## src/rtl/pcts_pkg.sv

```systemverilog
package pcts_pkg;

  // Sizes of the trigger table, the fixed-point phase and the line, tick and index fields.
  localparam int NUM_TRIGGERS = 16;
  localparam int PHASE_BITS   = 24;
  localparam int NUM_LINES    = 16;
  localparam int SLOT_W       = $clog2(NUM_TRIGGERS);
  localparam int LINE_W       = $clog2(NUM_LINES);
  localparam int TICK_W       = 32;
  localparam int REG_IDX_W    = 1;

  // Command codes carried in the action field.
  typedef enum logic [1:0] {
    ACT_LOAD  = 2'd0,
    ACT_TICK  = 2'd1,
    ACT_RESET = 2'd2
  } action_t;

  // Configuration register indexes.
  typedef enum logic [REG_IDX_W-1:0] {
    REG_PHASE_STEP  = 1'b0,
    REG_TRACK_MUTED = 1'b1
  } reg_idx_t;

  // Scanner states.
  typedef enum logic [1:0] {
    ST_IDLE,
    ST_SCAN,
    ST_DRAIN,
    ST_FLUSH
  } scan_state_t;

  // One command beat.
  typedef struct packed {
    logic [1:0]            action;
    logic [SLOT_W-1:0]     slot;
    logic [PHASE_BITS-1:0] slot_phase;
    logic [LINE_W-1:0]     slot_line;
    logic                  slot_valid;
  } cmd_t;

  // One result beat.
  typedef struct packed {
    logic [LINE_W-1:0]     fired_line;
    logic [PHASE_BITS-1:0] fired_phase;
    logic [TICK_W-1:0]     event_tick;
    logic                  last;
  } result_t;

  // One entry of the trigger memory.
  typedef struct packed {
    logic [PHASE_BITS-1:0] phase;
    logic [LINE_W-1:0]     line;
  } trig_entry_t;

  // Scan request from the transport logic to the scanner.
  typedef struct packed {
    logic                  go;
    logic [PHASE_BITS-1:0] from_phase;
    logic [PHASE_BITS-1:0] to_phase;
  } scan_req_t;

endpackage

```

## src/rtl/phase_crossing_trigger_sequencer.sv

```systemverilog
// Channel   Ports                                     Handshake
// command   start, busy, cmd                          beat taken when start && !busy
// config    cfg_valid, cfg_ready, cfg_index, cfg_data write when cfg_valid && cfg_ready
// result    result_valid, result                      one-cycle strobe, always taken
//
// Load, reset and muted tick commands do not raise busy.
// An unmuted tick holds busy through the scan: the trigger memory is read one slot a cycle,
// then a drain state takes the last read and a flush state sends the final event.
// Events leave in slot order, each in the cycle after the next crossing or the flush.
// Synchronous reset clears phase, tick count, slot enables, registers and the scanner.
// The receiver cannot stall; cfg_ready is always high.
module phase_crossing_trigger_sequencer (
  input  logic                                clk,
  input  logic                                rst,
  input  logic                                start,
  output logic                                busy,
  input  pcts_pkg::cmd_t                      cmd,
  input  logic                                cfg_valid,
  output logic                                cfg_ready,
  input  logic [pcts_pkg::REG_IDX_W-1:0]      cfg_index,
  input  logic [pcts_pkg::PHASE_BITS-1:0]     cfg_data,
  output pcts_pkg::result_t                   result,
  output logic                                result_valid
);

  logic [pcts_pkg::PHASE_BITS-1:0]   phase_step;
  logic                              track_muted;
  logic [pcts_pkg::PHASE_BITS-1:0]   loop_phase;
  logic [pcts_pkg::PHASE_BITS-1:0]   loop_phase_next;
  logic [pcts_pkg::TICK_W-1:0]       tick_count;
  logic [pcts_pkg::NUM_TRIGGERS-1:0] slot_enabled;
  logic                              accept;
  logic                              is_load;
  logic                              is_tick;
  logic                              is_reset;
  pcts_pkg::scan_req_t               req;
  pcts_pkg::trig_entry_t             wr_data;
  pcts_pkg::trig_entry_t             rd_data;
  logic [pcts_pkg::SLOT_W-1:0]       rd_addr;

  assign cfg_ready = 1'b1;
  assign accept    = start && !busy;

  // Command decode; the unused code does nothing.
  always_comb begin
    is_load  = 1'b0;
    is_tick  = 1'b0;
    is_reset = 1'b0;
    unique case (cmd.action)
      pcts_pkg::ACT_LOAD:  is_load  = accept;
      pcts_pkg::ACT_TICK:  is_tick  = accept;
      pcts_pkg::ACT_RESET: is_reset = accept;
      default: ;
    endcase
  end

  // Phase advances modulo one loop.
  assign loop_phase_next = loop_phase + phase_step;

  // Configuration registers.
  always_ff @(posedge clk) begin
    if (rst) begin
      phase_step  <= '0;
      track_muted <= 1'b0;
    end else if (cfg_valid && cfg_ready) begin
      unique case (cfg_index)
        pcts_pkg::REG_PHASE_STEP:  phase_step  <= cfg_data;
        pcts_pkg::REG_TRACK_MUTED: track_muted <= cfg_data[0];
        default: ;
      endcase
    end
  end

  // Transport: phase and tick counter.
  always_ff @(posedge clk) begin
    if (rst || is_reset) begin
      loop_phase <= '0;
      tick_count <= '0;
    end else if (is_tick) begin
      loop_phase <= loop_phase_next;
      tick_count <= tick_count + pcts_pkg::TICK_W'(1);
    end
  end

  // Slot enable bits.
  always_ff @(posedge clk) begin
    if (rst) begin
      slot_enabled <= '0;
    end else if (is_load) begin
      slot_enabled[cmd.slot] <= cmd.slot_valid;
    end
  end

  // Scan request for an unmuted tick.
  always_comb begin
    req.go         = is_tick && !track_muted;
    req.from_phase = loop_phase;
    req.to_phase   = loop_phase_next;
  end

  assign wr_data.phase = cmd.slot_phase;
  assign wr_data.line  = cmd.slot_line;

  pcts_trig_mem u_mem (
    .clk     (clk),
    .wr_en   (is_load),
    .wr_addr (cmd.slot),
    .wr_data (wr_data),
    .rd_addr (rd_addr),
    .rd_data (rd_data)
  );

  pcts_scanner u_scan (
    .clk          (clk),
    .rst          (rst),
    .req          (req),
    .enabled      (slot_enabled),
    .tick_count   (tick_count),
    .rd_addr      (rd_addr),
    .rd_data      (rd_data),
    .busy         (busy),
    .result       (result),
    .result_valid (result_valid)
  );

endmodule

```

## src/rtl/pcts_trig_mem.sv

```systemverilog
module pcts_trig_mem (
  input  logic                                clk,
  input  logic                                wr_en,
  input  logic [pcts_pkg::SLOT_W-1:0]         wr_addr,
  input  pcts_pkg::trig_entry_t               wr_data,
  input  logic [pcts_pkg::SLOT_W-1:0]         rd_addr,
  output pcts_pkg::trig_entry_t               rd_data
);

  pcts_pkg::trig_entry_t mem [pcts_pkg::NUM_TRIGGERS];

  // Single write port.
  always_ff @(posedge clk) begin
    if (wr_en) begin
      mem[wr_addr] <= wr_data;
    end
  end

  // Registered read.
  always_ff @(posedge clk) begin
    rd_data <= mem[rd_addr];
  end

endmodule

```

## src/rtl/pcts_scanner.sv

```systemverilog
module pcts_scanner (
  input  logic                                clk,
  input  logic                                rst,
  input  pcts_pkg::scan_req_t                 req,
  input  logic [pcts_pkg::NUM_TRIGGERS-1:0]   enabled,
  input  logic [pcts_pkg::TICK_W-1:0]         tick_count,
  output logic [pcts_pkg::SLOT_W-1:0]         rd_addr,
  input  pcts_pkg::trig_entry_t               rd_data,
  output logic                                busy,
  output pcts_pkg::result_t                   result,
  output logic                                result_valid
);

  pcts_pkg::scan_state_t state, state_next;

  logic [pcts_pkg::SLOT_W-1:0]     idx;
  logic                            rd_vld;
  logic [pcts_pkg::PHASE_BITS-1:0] scan_from;
  logic [pcts_pkg::PHASE_BITS-1:0] scan_to;
  logic                            scan_wrap;
  pcts_pkg::trig_entry_t           pend;
  logic                            pend_vld;
  logic                            hit;
  logic                            emit;
  pcts_pkg::result_t               emit_data;
  logic                            at_end;

  assign rd_addr = idx;
  assign busy    = (state != pcts_pkg::ST_IDLE);
  assign at_end  = (idx == pcts_pkg::SLOT_W'(pcts_pkg::NUM_TRIGGERS - 1));

  // State register.
  always_ff @(posedge clk) begin
    if (rst) begin
      state <= pcts_pkg::ST_IDLE;
    end else begin
      state <= state_next;
    end
  end

  // Next state: one read per cycle in the scan, then a drain state for the last read and a flush state.
  always_comb begin
    state_next = state;
    unique case (state)
      pcts_pkg::ST_IDLE: begin
        if (req.go) begin
          state_next = pcts_pkg::ST_SCAN;
        end
      end
      pcts_pkg::ST_SCAN: begin
        if (at_end) begin
          state_next = pcts_pkg::ST_DRAIN;
        end
      end
      pcts_pkg::ST_DRAIN: state_next = pcts_pkg::ST_FLUSH;
      pcts_pkg::ST_FLUSH: state_next = pcts_pkg::ST_IDLE;
      default:            state_next = pcts_pkg::ST_IDLE;
    endcase
  end

  // Capture the phase window of the tick.
  always_ff @(posedge clk) begin
    if (req.go && state == pcts_pkg::ST_IDLE) begin
      scan_from <= req.from_phase;
      scan_to   <= req.to_phase;
      scan_wrap <= (req.from_phase > req.to_phase);
    end
  end

  // Slot counter and the enable bit that travels with each read.
  always_ff @(posedge clk) begin
    if (rst) begin
      idx    <= '0;
      rd_vld <= 1'b0;
    end else begin
      rd_vld <= (state == pcts_pkg::ST_SCAN) && enabled[idx];
      if (state == pcts_pkg::ST_SCAN) begin
        idx <= idx + pcts_pkg::SLOT_W'(1);
      end else begin
        idx <= '0;
      end
    end
  end

  // Crossing test on the entry that just came back from memory.
  always_comb begin
    if (scan_wrap) begin
      hit = rd_vld && ((rd_data.phase >= scan_from) || (rd_data.phase < scan_to));
    end else begin
      hit = rd_vld && (rd_data.phase >= scan_from) && (rd_data.phase < scan_to);
    end
  end

  // A crossing is held back one step so the final one can be marked last.
  always_comb begin
    emit_data.fired_line  = pend.line;
    emit_data.fired_phase = pend.phase;
    emit_data.event_tick  = tick_count;
    emit_data.last        = 1'b0;
    emit                  = 1'b0;
    if (state == pcts_pkg::ST_FLUSH) begin
      emit           = pend_vld;
      emit_data.last = 1'b1;
    end else if (hit) begin
      emit = pend_vld;
    end
  end

  // Held crossing.
  always_ff @(posedge clk) begin
    if (rst) begin
      pend_vld <= 1'b0;
    end else if (hit) begin
      pend_vld <= 1'b1;
    end else if (state == pcts_pkg::ST_FLUSH) begin
      pend_vld <= 1'b0;
    end
  end

  always_ff @(posedge clk) begin
    if (hit) begin
      pend <= rd_data;
    end
  end

  // Output register.
  always_ff @(posedge clk) begin
    if (rst) begin
      result_valid <= 1'b0;
    end else begin
      result_valid <= emit;
    end
  end

  always_ff @(posedge clk) begin
    if (emit) begin
      result <= emit_data;
    end
  end

  // The last beat of a tick leaves the scanner idle.
  a_last_ends_scan: assert property (@(posedge clk) disable iff (rst)
    result_valid && result.last |-> state == pcts_pkg::ST_IDLE)
    else $error("last beat while scan still running");

  // A held crossing never survives into idle.
  a_idle_no_pend: assert property (@(posedge clk) disable iff (rst)
    state == pcts_pkg::ST_IDLE |-> !pend_vld)
    else $error("held crossing left in idle");

  // Read data is only checked for reads issued during the scan.
  a_read_from_scan: assert property (@(posedge clk) disable iff (rst)
    rd_vld |-> $past(state == pcts_pkg::ST_SCAN))
    else $error("read data valid outside a scan");

  // A scan request never arrives while a scan runs.
  a_go_when_idle: assert property (@(posedge clk) disable iff (rst)
    req.go |-> state == pcts_pkg::ST_IDLE)
    else $error("scan request while busy");

endmodule
```

## config.mk

```make
export PLATFORM = sky130hd
export DESIGN_NAME = phase_crossing_trigger_sequencer
export DESIGN_NICKNAME = d
export VERILOG_FILES = /design/src/rtl/pcts_pkg.sv /design/src/rtl/phase_crossing_trigger_sequencer.sv /design/src/rtl/pcts_trig_mem.sv /design/src/rtl/pcts_scanner.sv
export SDC_FILE = /design/constraint.sdc
export NUM_CORES = 1
export LEC_CHECK = 0
export ABC_AREA = 1
export ABC_CLOCK_PERIOD_IN_PS = 4150
export BUFFER_PORTS_ARGS = -buffer_cell sky130_fd_sc_hd__buf_2
export CORE_MARGIN = 2
export CORE_UTILIZATION = 23
export DETAILED_ROUTE_END_ITERATION = 12
export PLACE_DENSITY = 0.39
export SKIP_CTS_REPAIR_TIMING = 1
export SLEW_MARGIN = 20
export SYNTH_ARGS = -nofsm -noshare
export SYNTH_HDL_FRONTEND = slang
export SYNTH_SLANG_ARGS = --single-unit
```

## constraint.sdc

```tcl
create_clock -name clk -period 4.15 [get_ports clk]
set_input_delay 0.83 -clock clk [delete_from_list [all_inputs] [get_ports clk]]
set_output_delay 0.83 -clock clk [all_outputs]
set_load 0.05 [all_outputs]
```

---- Yosys cells after proc, flatten, opt, wreduce, memory -nomap -nowiden ----
Memories as Yosys holds them, arrays and structs flattened. A register that Yosys moved wholly into a read port is not among the register bits.
Cells that the tools add are included.
operators by class
  $add $sub $neg .......................... 3
  order comparisons ....................... 6
  equality and inequality tests ........... 8
  mux-type cells .......................... 19
  bitwise logic cells ..................... 2
  reduce and logical (&&, ||, !) cells .... 20
operator list
  operator                                                           number
  adder 32 x 1 -> 32 bit, second input constant                      1
  adder 24 bit                                                       1
  greater-or-equal comparator 24 bit                                 1
  greater-than comparator 24 bit                                     1
  less-than comparator 24 bit                                        1
  bitwise mux 16 bit                                                 1
  two-way mux 1 bit                                                  13
  less-than comparator 4 x 5 -> 1 bit, second input constant         2
  logical AND 1 bit                                                  8
  case mux 2 bit (4 select lines)                                    1
  == test 2 bit, second input constant                               3
  AND reduction 2 bit                                                3
  adder 4 x 1 -> 4 bit, second input constant                        1
  binary-select mux 1 bit (select 4 bit)                             1
  demux 1 bit (select 4 bit)                                         1
  == test 2 x 1 -> 1 bit, second input constant                      2
  == test 4 bit, second input constant                               1
  greater-or-equal comparator 4 x 1 -> 1 bit, second input constant  1
  zero test 2 bit                                                    2
  two-way mux 2 bit                                                  2
  inequality test 2 x 1 -> 1 bit, second input constant              2
  nonzero test 2 bit                                                 2
  zero test 1 bit                                                    2
  logical OR 1 bit                                                   2
  2 further kinds                                                    3
word-level totals
  flip-flop bits (word level) ............. 244
  bits in writable memories ............... 448
  output and inout port bits .............. 64
  word-level logic and storage cells ...... 78
  memories ................................ 1
memory list
  memory     depth  bits a word  rd ports  clocked after memory_dff  wr ports  RTL line             text
  u_mem.mem  16     28           1         1                         1         pcts_trig_mem.sv:10  pcts_pkg::trig_entry_t mem [pcts_pkg::NUM_TRIGGERS];

---- Depth between registers and ports, before layout ----
Gate-level depths: netlist of run 1.
  depth in word-level cells ............... 7
  mapped depth ............................ 22
  gate-level depth less buffers ........... 22

---- By module ----
A second synthesis of run 1 with hierarchy kept.
unflattened totals
  cell total of the unflattened synthesis .. 3,409
  area, all modules ....................... 32,528.7 µm²
by module, submodules not included
  module                            instances  cells an instance  area an instance (µm²)  sequential area each (µm²)
  pcts_trig_mem                     1          1,858              19,782.7                14,013.4
  pcts_scanner                      1          524                6,605.1                 4,324.1
  phase_crossing_trigger_sequencer  1          1,027              6,140.9                 1,941.9

---- Worst setup path before layout of run 1 ----
No wires, ideal clock.
  path type ............................... input to register
  start point ............................. input port start
  end point ............................... register u_scan.state[1]
  arrival time ............................ 3,987 ps
  data required time ...................... 4,018 ps
  path slack .............................. 31 ps
  cell stages on the path ................. 7
  buffers on the path ..................... 0
  path through ............................ nand2_1 > inv_1 > nand3_1 > nor2_1 > o21ai_0 > o21ai_0 > a21oi_1
between the ends
  word-level cells in the longest chain between the ends .. 5
ends and longest elaborated chain
  item                                      RTL line                                text
  start: declaration                        phase_crossing_trigger_sequencer.sv:15  input logic start,
  logical AND 1 bit                         phase_crossing_trigger_sequencer.sv:42  assign accept = start && !busy;
  two-way mux 1 bit                         phase_crossing_trigger_sequencer.sv:49  unique case (cmd.action)
  logical AND 1 bit                         phase_crossing_trigger_sequencer.sv:96  req.go = is_tick && !track_muted;
  inequality test 2 x 1 -> 1 bit (no line)  n/a
  AND reduction 2 bit (no line)             n/a
  end signal: assignment                    pcts_scanner.sv:35                      state <= pcts_pkg::ST_IDLE;
  end signal: assignment                    pcts_scanner.sv:37                      state <= state_next;
  end: declaration                          pcts_scanner.sv:14                      pcts_pkg::scan_state_t state, state_next;
No other way between the ends.
A chain may end at the register's enable or synchronous reset.

---- Final worst setup path of run 1 ----
  start point ............................. register loop_phase[2] (netlist bit)
  end point ............................... register u_scan.scan_wrap (data pin)
between the ends
  word-level cells in the longest chain between the ends .. 2
ends and longest elaborated chain
  item                            RTL line                                text
  start: declaration              phase_crossing_trigger_sequencer.sv:28  logic [pcts_pkg::PHASE_BITS-1:0] loop_phase;
  start signal: assignment        phase_crossing_trigger_sequencer.sv:80  loop_phase <= loop_phase_next;
  adder 24 bit                    phase_crossing_trigger_sequencer.sv:58  assign loop_phase_next = loop_phase + phase_step;
  via loop_phase_next, one bit    phase_crossing_trigger_sequencer.sv:29  logic [pcts_pkg::PHASE_BITS-1:0] loop_phase_next;
  greater-than comparator 24 bit  pcts_scanner.sv:66                      scan_wrap <= (req.from_phase > req.to_phase);
  end signal: assignment          pcts_scanner.sv:66
  end: declaration                pcts_scanner.sv:20                      logic scan_wrap;
The timed path passes the listed nets, and every way through them passes these cells.

==> results.yml, run 1 <==
hold_path:
  hold_class: "in -> reg"
  hp-start: "cfg_data[20]"
  worst_hold_path.endpoint: "phase_step[20]"
  holdPathStages: 3
clocking:
  clk_pin_slew_worst_paths_ns: 0.06
  root_buffer: "clkbuf_16"
  insertion_delay_ns: 0.67
  htree_levels: 3
  cts_sinks: 720
  cts_inserted_buffers: 84
  cts_tree: "built"
  clock_path_buffers: 3
route:
  vias: 19400
  dr.pass1.iters: 6
  wire_per_inst_um: 19.5
  drc: 0
  ant_nets: 0
  drt_wl_total_um: 87900
  viasPerCell: 4.28
  drt_iter0_drc: 1359
logic_synthesis:
  ys_types: 44
  yosysWarnings: 0
  synth-seq-cells: 720
  synthFlopType: "edfxtp_1"
  ys_seq_area_share_pct: 67.7
  syn_area_per_cell_sq_um: 11.7
  synth_edf_count: 586
  synth_top_cell_area_share_pct: 58.8
  yosys-top-cells-area: "edfxtp_1 (59%), dfxtp_1 (9.0%), nor2_1 (5.5%), ha_1 (4.2%), nand2_1 (3.5%)"
  postSynthNetCount: 2715
  synthArstFlopShare_pct: 0
  syn_inst: 2549
  syn_area_sq_um: 29900
  synth_top_cell_by_area: "edfxtp_1"
floorplanning:
  die_x_um: 365
  start_util_pct: 23.2
  dieArea_sq_um: 133000
  core_sq_um: 129000
  io_pins: 128
  dieHeight_um: 365
  num_rows: 132
power_and_ir_drop:
  leakage_uw: 0.0128
  power.density_nw_per_um2: 490
  irDropWorstVdd_v: 0.000354
grt:
  overflow: 0
  antenna_found_initial: 17
  grt_pass1_wl_um: 130000
  grtUsageTotal_pct: 13.2
  grt_pass1_vias: 19100
  grt_max_degree: 137
timing:
  finClkSkew_ns: 0.0805
  fin_tns_setup_ns: 0
  finalCriticalPeriod_ns: 3.47
  worstMarginPinSlew_ns: 1.06
  finalMaxSlewViolations: 0
  finalHoldViolations: 0
  rsz0062_at_grt: "no"
  relSlewSlack_pct: 28.9
  finalSetupViolCount: 0
  max_freq_ghz: 0.288
  period_share_pct: 83.6
  whs_ns: 0.394
placement:
  post_dp_cell_area_sq_um: 33000
  dpl.cell_count: 4363
  dpl.hpwl_um: 56100
  io_buffers: 126
  place_congestion: 0.819
layout:
  drive_gt1_share_pct: 12.1
  instances_no_fill: 4521
  n_fill_cell: 13400
  final_common_cell: "edfxtp_1"
  area_growth_pct: 19.6
  final_area_sq_um: 35800
  mostFrequentLayoutCells: "edfxtp_1 (586), nor2_1 (424), nand2_1 (283), inv_1 (196), o21ai_0 (195)"
  nNetsFinal: 2873
setup_path:
  cp_slowest_cell: "a21oi_1"
  rrSetupSlack_ns: 0.68
  critPathLaunchType: "register"
  timing.critical_path.mode_cell: "nand2_1"
  path_cells: "ha_1 -> a21oi_1 -> o21ai_1 -> a21oi_1 -> inv_1 -> nand2_1 -> nand2_1 -> nand2_1 -> nand3_1 -> nand2_1 -> inv_1 -> ha_1 -> nand2_1 -> inv_1 -> nand3_1 -> nor2_1 -> nand2_1 -> a31oi_1 -> nor2_1 -> nor2_1"
  slowest_delay_ns: 0.41
  required_ns: 4.67
  r2r_start: "loop_phase[2]"
  arrival_ns: 3.99
  end_kind: "register"
  path_class: "reg -> reg"
  cp_max_fo: 6
  reg2reg_to: "u_scan.scan_wrap"
  worstRegToRegCells: 20
job:
  maxCapViolCount: 0
outcome:
  outcome: "completed"
[where the power goes]
part / switching (uW) / leakage (uW) / total, uW / internal [uW]
Clock: 3110 / 0.00136 / 7460 / 4350
Combinational: 1310 / 0.00502 / 1930 / 614
Sequential: 148 / 0.00642 / 8160 / 8010
Total: 4570 / 0.0128 / 17500 / 13000
[metrics by stage]
step	util (%)	setup WS, ns	total power [uW]
5_1_grt	27.7	0.221	18400
2_1_floorplan	-	0.0313	9520
3_3_place_gp	25.5	0.684	10300
3_5_place_dp	25.5	0.673	10300
6_report	27.7	0.680	17500
4_1_cts	27.7	0.669	17800
[cells in the mapped netlist, types with 2 or more instances]
| cell type | number |
|---|---|
| a211oi_1 | 2 |
| a21o_1 | 8 |
| a21oi_1 | 72 |
| a31oi_1 | 5 |
| buf_1 | 10 |
| buf_2 | 16 |
| buf_4 | 2 |
| clkbuf_1 | 82 |
| dfxtp_1 | 134 |
| edfxtp_1 | 586 |
| ha_1 | 101 |
| inv_1 | 200 |
| mux2i_1 | 44 |
| nand2_1 | 283 |
| nand3_1 | 85 |
| nand4_1 | 22 |
| nand4_2 | 2 |
| nor2_1 | 442 |
| nor3_1 | 50 |
| nor3_2 | 2 |
| nor3_4 | 2 |
| nor3b_1 | 5 |
| nor4_1 | 3 |
| o211ai_1 | 23 |
| o21a_1 | 3 |
| o21ai_0 | 195 |
| o21ai_1 | 3 |
| o21bai_1 | 8 |
| o221ai_1 | 45 |
| o32ai_1 | 72 |
| or2_2 | 2 |
| xnor2_1 | 4 |
| xor2_1 | 25 |
[worst max-delay path: cells and delay by family, from the launching register on]
family                   cells  cell delay, ns
AND/OR/NAND/NOR             11            1.06
adder cells (fa/ha/maj)      2            0.60
buffers and inverters        3            0.32
flip-flops                   1            0.40
AO/OA/AOI/OAI                4            0.96
[routing by layer]
metal | GRT usage [%] | share of wire [%] | wire, um | vias up
li1 | - | - | - | 9427
met2 | 21.4 | 46 | 40600 | 324
met4 | 3.87 | 2.3 | 2060 | 16
met1 | 17.9 | 47 | 41500 | 9472
met5 | 0 | 0.12 | 102 | -
met3 | 2.37 | 4.2 | 3680 | 116
[how the worst max path moves through the flow]
stage	slack, ns	startpoint	depth (start not counted)	endpoint
after floorplan	0.03	start	7	u_scan.state[1]
after global placement	0.68	loop_phase[4]	18	u_scan.scan_wrap
after detailed placement	0.67	loop_phase[4]	19	u_scan.scan_wrap
after CTS	0.67	loop_phase[4]	19	u_scan.scan_wrap
after global routing	0.22	loop_phase[0]	22	u_scan.scan_wrap
final	0.68	loop_phase[2]	20	u_scan.scan_wrap
[logic make-up after synthesis]
kind of cell    synth area share (%)
compound gates                  9.20
xor+xnor                       0.848
fa+ha+maj                       4.29
buf+inv                         3.99
flops                           67.7
mux                             1.47
other cells                   0.0125
simple gates                    12.4
[cell type report]
cell class | count | area, sq um | share of cell area (%)
Inverter | 201 | 761 | 2.13
Sequential cell | 720 | 20300 | 56.7
Clock buffer | 124 | 2350 | 6.57
Clock inverter | 32 | 448 | 1.25
Antenna cell | 2 | 5.00 | 0.0140
Timing Repair Buffer | 182 | 1150 | 3.22
Multi-Input combinational cell | 1518 | 8610 | 24.1
Tap cell | 1742 | 2180 | 6.09
[sequential cells by signal, summed over array words and instances (netlist names)]
register             cells
track_muted              1
u_mem.mem              448
u_scan.rd_addr           4
u_scan.emit_data        28
phase_step              24
u_scan.state             2
tick_count              32
u_scan.rd_vld            1
loop_phase              24
u_scan.scan_wrap         1
u_scan.scan_from        24
u_scan.scan_to          24
u_mem.rd_data           28
u_scan.pend_vld          1
slot_enabled            16
u_scan.result           61
u_scan.result_valid      1
No activity file was read; power rests on OpenSTA's default activity.
==> inputs of run 2 (changes only) <==
--- a/config.mk
+++ b/config.mk
@@ -6,7 +6,7 @@
 export NUM_CORES = 1
 export LEC_CHECK = 0
 export ABC_AREA = 1
-export ABC_CLOCK_PERIOD_IN_PS = 4150
+export ABC_CLOCK_PERIOD_IN_PS = 2850
 export BUFFER_PORTS_ARGS = -buffer_cell sky130_fd_sc_hd__buf_2
 export CORE_MARGIN = 2
 export CORE_UTILIZATION = 23
==> constraint.sdc (replaced) <==
create_clock -name clk -period 2.85 [get_ports clk]
set_input_delay 0.57 -clock clk [delete_from_list [all_inputs] [get_ports clk]]
set_output_delay 0.57 -clock clk [all_outputs]
set_load 0.05 [all_outputs]
==> run 2 against run 1 <==
Against the previous run: the run now ends with negative setup slack left; combinational power is 75% higher; design area rose by 5.0%; non-clock buffer count increased by 159; global-route usage rose by 0.24 points; clock power increased by 45%; worst hold slack got worse by 0.28 ns; critical path type unchanged.
==> results.yml, run 2 (synthesis results as in run 1) <==
grt:
  grt_pass1_vias: 19800
  grt_pass1_wl_um: 132000
  overflow: 0
  grt_max_degree: 82
  antenna_found_initial: 17
  grtUsageTotal_pct: 13.4
layout:
  largest_register_ffs: 448
  mostFrequentLayoutCells: "edfxtp_1 (586), nor2_1 (416), nand2_1 (272), inv_1 (193), o21ai_0 (188)"
  final_area_sq_um: 37600
  largest-register: "u_mem.mem"
  final_common_cell: "edfxtp_1"
  drive_gt1_share_pct: 19.3
  nNetsFinal: 3031
  n_fill_cell: 13300
  top_regs: "u_mem.mem x448, u_scan.result x61, tick_count x32"
  fin_util_pct: 29.1
  area_growth_pct: 25.5
timing:
  finalCriticalPeriod_ns: 3.00
  max_freq_ghz: 0.334
  period_share_pct: 105
  fin_ws_ns: -0.146
  relSlewSlack_pct: 50.4
  finalMaxSlewViolations: 0
  finClkSkew_ns: 0.0587
  finalHoldViolations: 0
  worstMarginPinSlew_ns: 0.742
  finalSetupViolCount: 1
  rsz0062_at_grt: "yes"
setup_path:
  cp_top_family: "simple AND/OR/NAND/NOR gates"
  critPathLaunchType: "register"
  path_class: "reg -> reg"
  cp_max_fo: 5
  slowest_delay_ns: 0.38
  critPathBufInv: 3
  end_kind: "register"
  arrival_ns: 3.43
  required_ns: 3.28
  cp_slowest_cell: "ha_1"
  path_cells: "ha_1 -> nand2_1 -> inv_1 -> buf_4 -> nand2_1 -> nor2_1 -> nand3_1 -> nand3_1 -> xor2_2 -> inv_1 -> ha_1 -> nand4_1 -> a31oi_1 -> a21oi_1 -> nand3_1 -> nor2_1 -> nor2_1"
floorplanning:
  die_x_um: 365
  core_sq_um: 129000
  io_pins: 128
  dieArea_sq_um: 133000
  start_util_pct: 23.2
  dieHeight_um: 365
  num_rows: 132
job:
  maxCapViolCount: 0
clocking:
  insertion_delay_ns: 0.69
  cts_inserted_buffers: 83
  cts_sinks: 720
  clk_pin_slew_worst_paths_ns: 0.06
  cts_tree: "built"
  htree_levels: 3
  root_buffer: "clkbuf_16"
  clock_path_buffers: 3
hold_path:
  hold_class: "in -> reg"
route:
  wl_met2_um: 42100
  dr.pass1.iters: 4
  met1_length_um: 42900
  wire_per_inst_um: 19.4
  drt_wl_total_um: 90600
  viasPerCell: 4.26
  met3_length_um: 3650
  ant_nets: 0
  drt_iter0_drc: 1159
  vias: 19900
  drc: 0
  top_layer: "met5"
power_and_ir_drop:
  finalPower_uw: 26100
  leakage_uw: 0.0137
  irDropWorstVdd_v: 0.000456
  power.density_nw_per_um2: 694
outcome:
  violations: "negative setup slack"
  outcome: "finished with violations"
placement:
  post_dp_cell_area_sq_um: 34300
  place_congestion: 0.802
  io_buffers: 126
  dpl.hpwl_um: 58600
==> run 2: changes by cell type in the layout (fill, tap and decap cells not counted), moves of 10 or more <==
cell | previous run | this run
a21oi_2 | 0 | 10
buf_4 | 48 | 185
a21oi_1 | 72 | 62
nand2_1 | 283 | 272
buf_12 | 8 | 26
clkbuf_1 | 31 | 20
==> run 2: power by group <==
group | internal [uW] | leakage, uW | switching (uW)
registers | 11700 | 0.00642 | 220
logic | 1280 | 0.00591 | 2080
clock network | 6290 | 0.00135 | 4530
total | 19200 | 0.0137 | 6830
==> run 2: worst paths after layout <==
path	start	end	slack [ns]	depth (start not counted)
max	loop_phase[13]	u_scan.scan_wrap	-0.15	17
min	cfg_data[18]	phase_step[18]	0.12	3
max reg2reg	loop_phase[13]	u_scan.scan_wrap	-0.15	17
min reg2reg	u_mem.rd_data[0]	u_scan.emit_data[57]	0.40	0
==> run 2: through the flow <==
stage               std cells  setup slack, ns  TNS (ns)  hold slack (ns)
finish                   4677           -0.146    -0.146            0.116
global route             4676           -0.361    -0.736            0.106
CTS                      4664           -0.300     -4.73           0.0639
detailed placement       4511           -0.295     -3.28            0.389
global placement         4511           -0.400     -3.59            0.391
floorplan                2549           0.0192         0            0.386
==> run 2: metal layers <==
layer | track usage, % | vias up
met5 | 0 | -
met3 | 2.82 | 131
li1 | - | 9745
met2 | 22.0 | 305
met1 | 18.1 | 9728
met4 | 3.35 | 22
==> run 2: tightest hold or removal path, cell delays in order <==
cell and delay, ns:
buf_2 0.07, nor2_1 0.03, nor2_1 0.08
==> run 2: area by class of cell <==
cell class	instances	area (sq um)	area share [%]
clock inverters	41	495	1.32
multi-input cells	1518	8920	23.7
diodes	2	5.00	0.0133
inverters	201	763	2.03
flip-flops and latches	720	20300	54.0
repair buffers	341	2640	7.03
clock buffers	112	2280	6.06
well taps	1742	2180	5.80
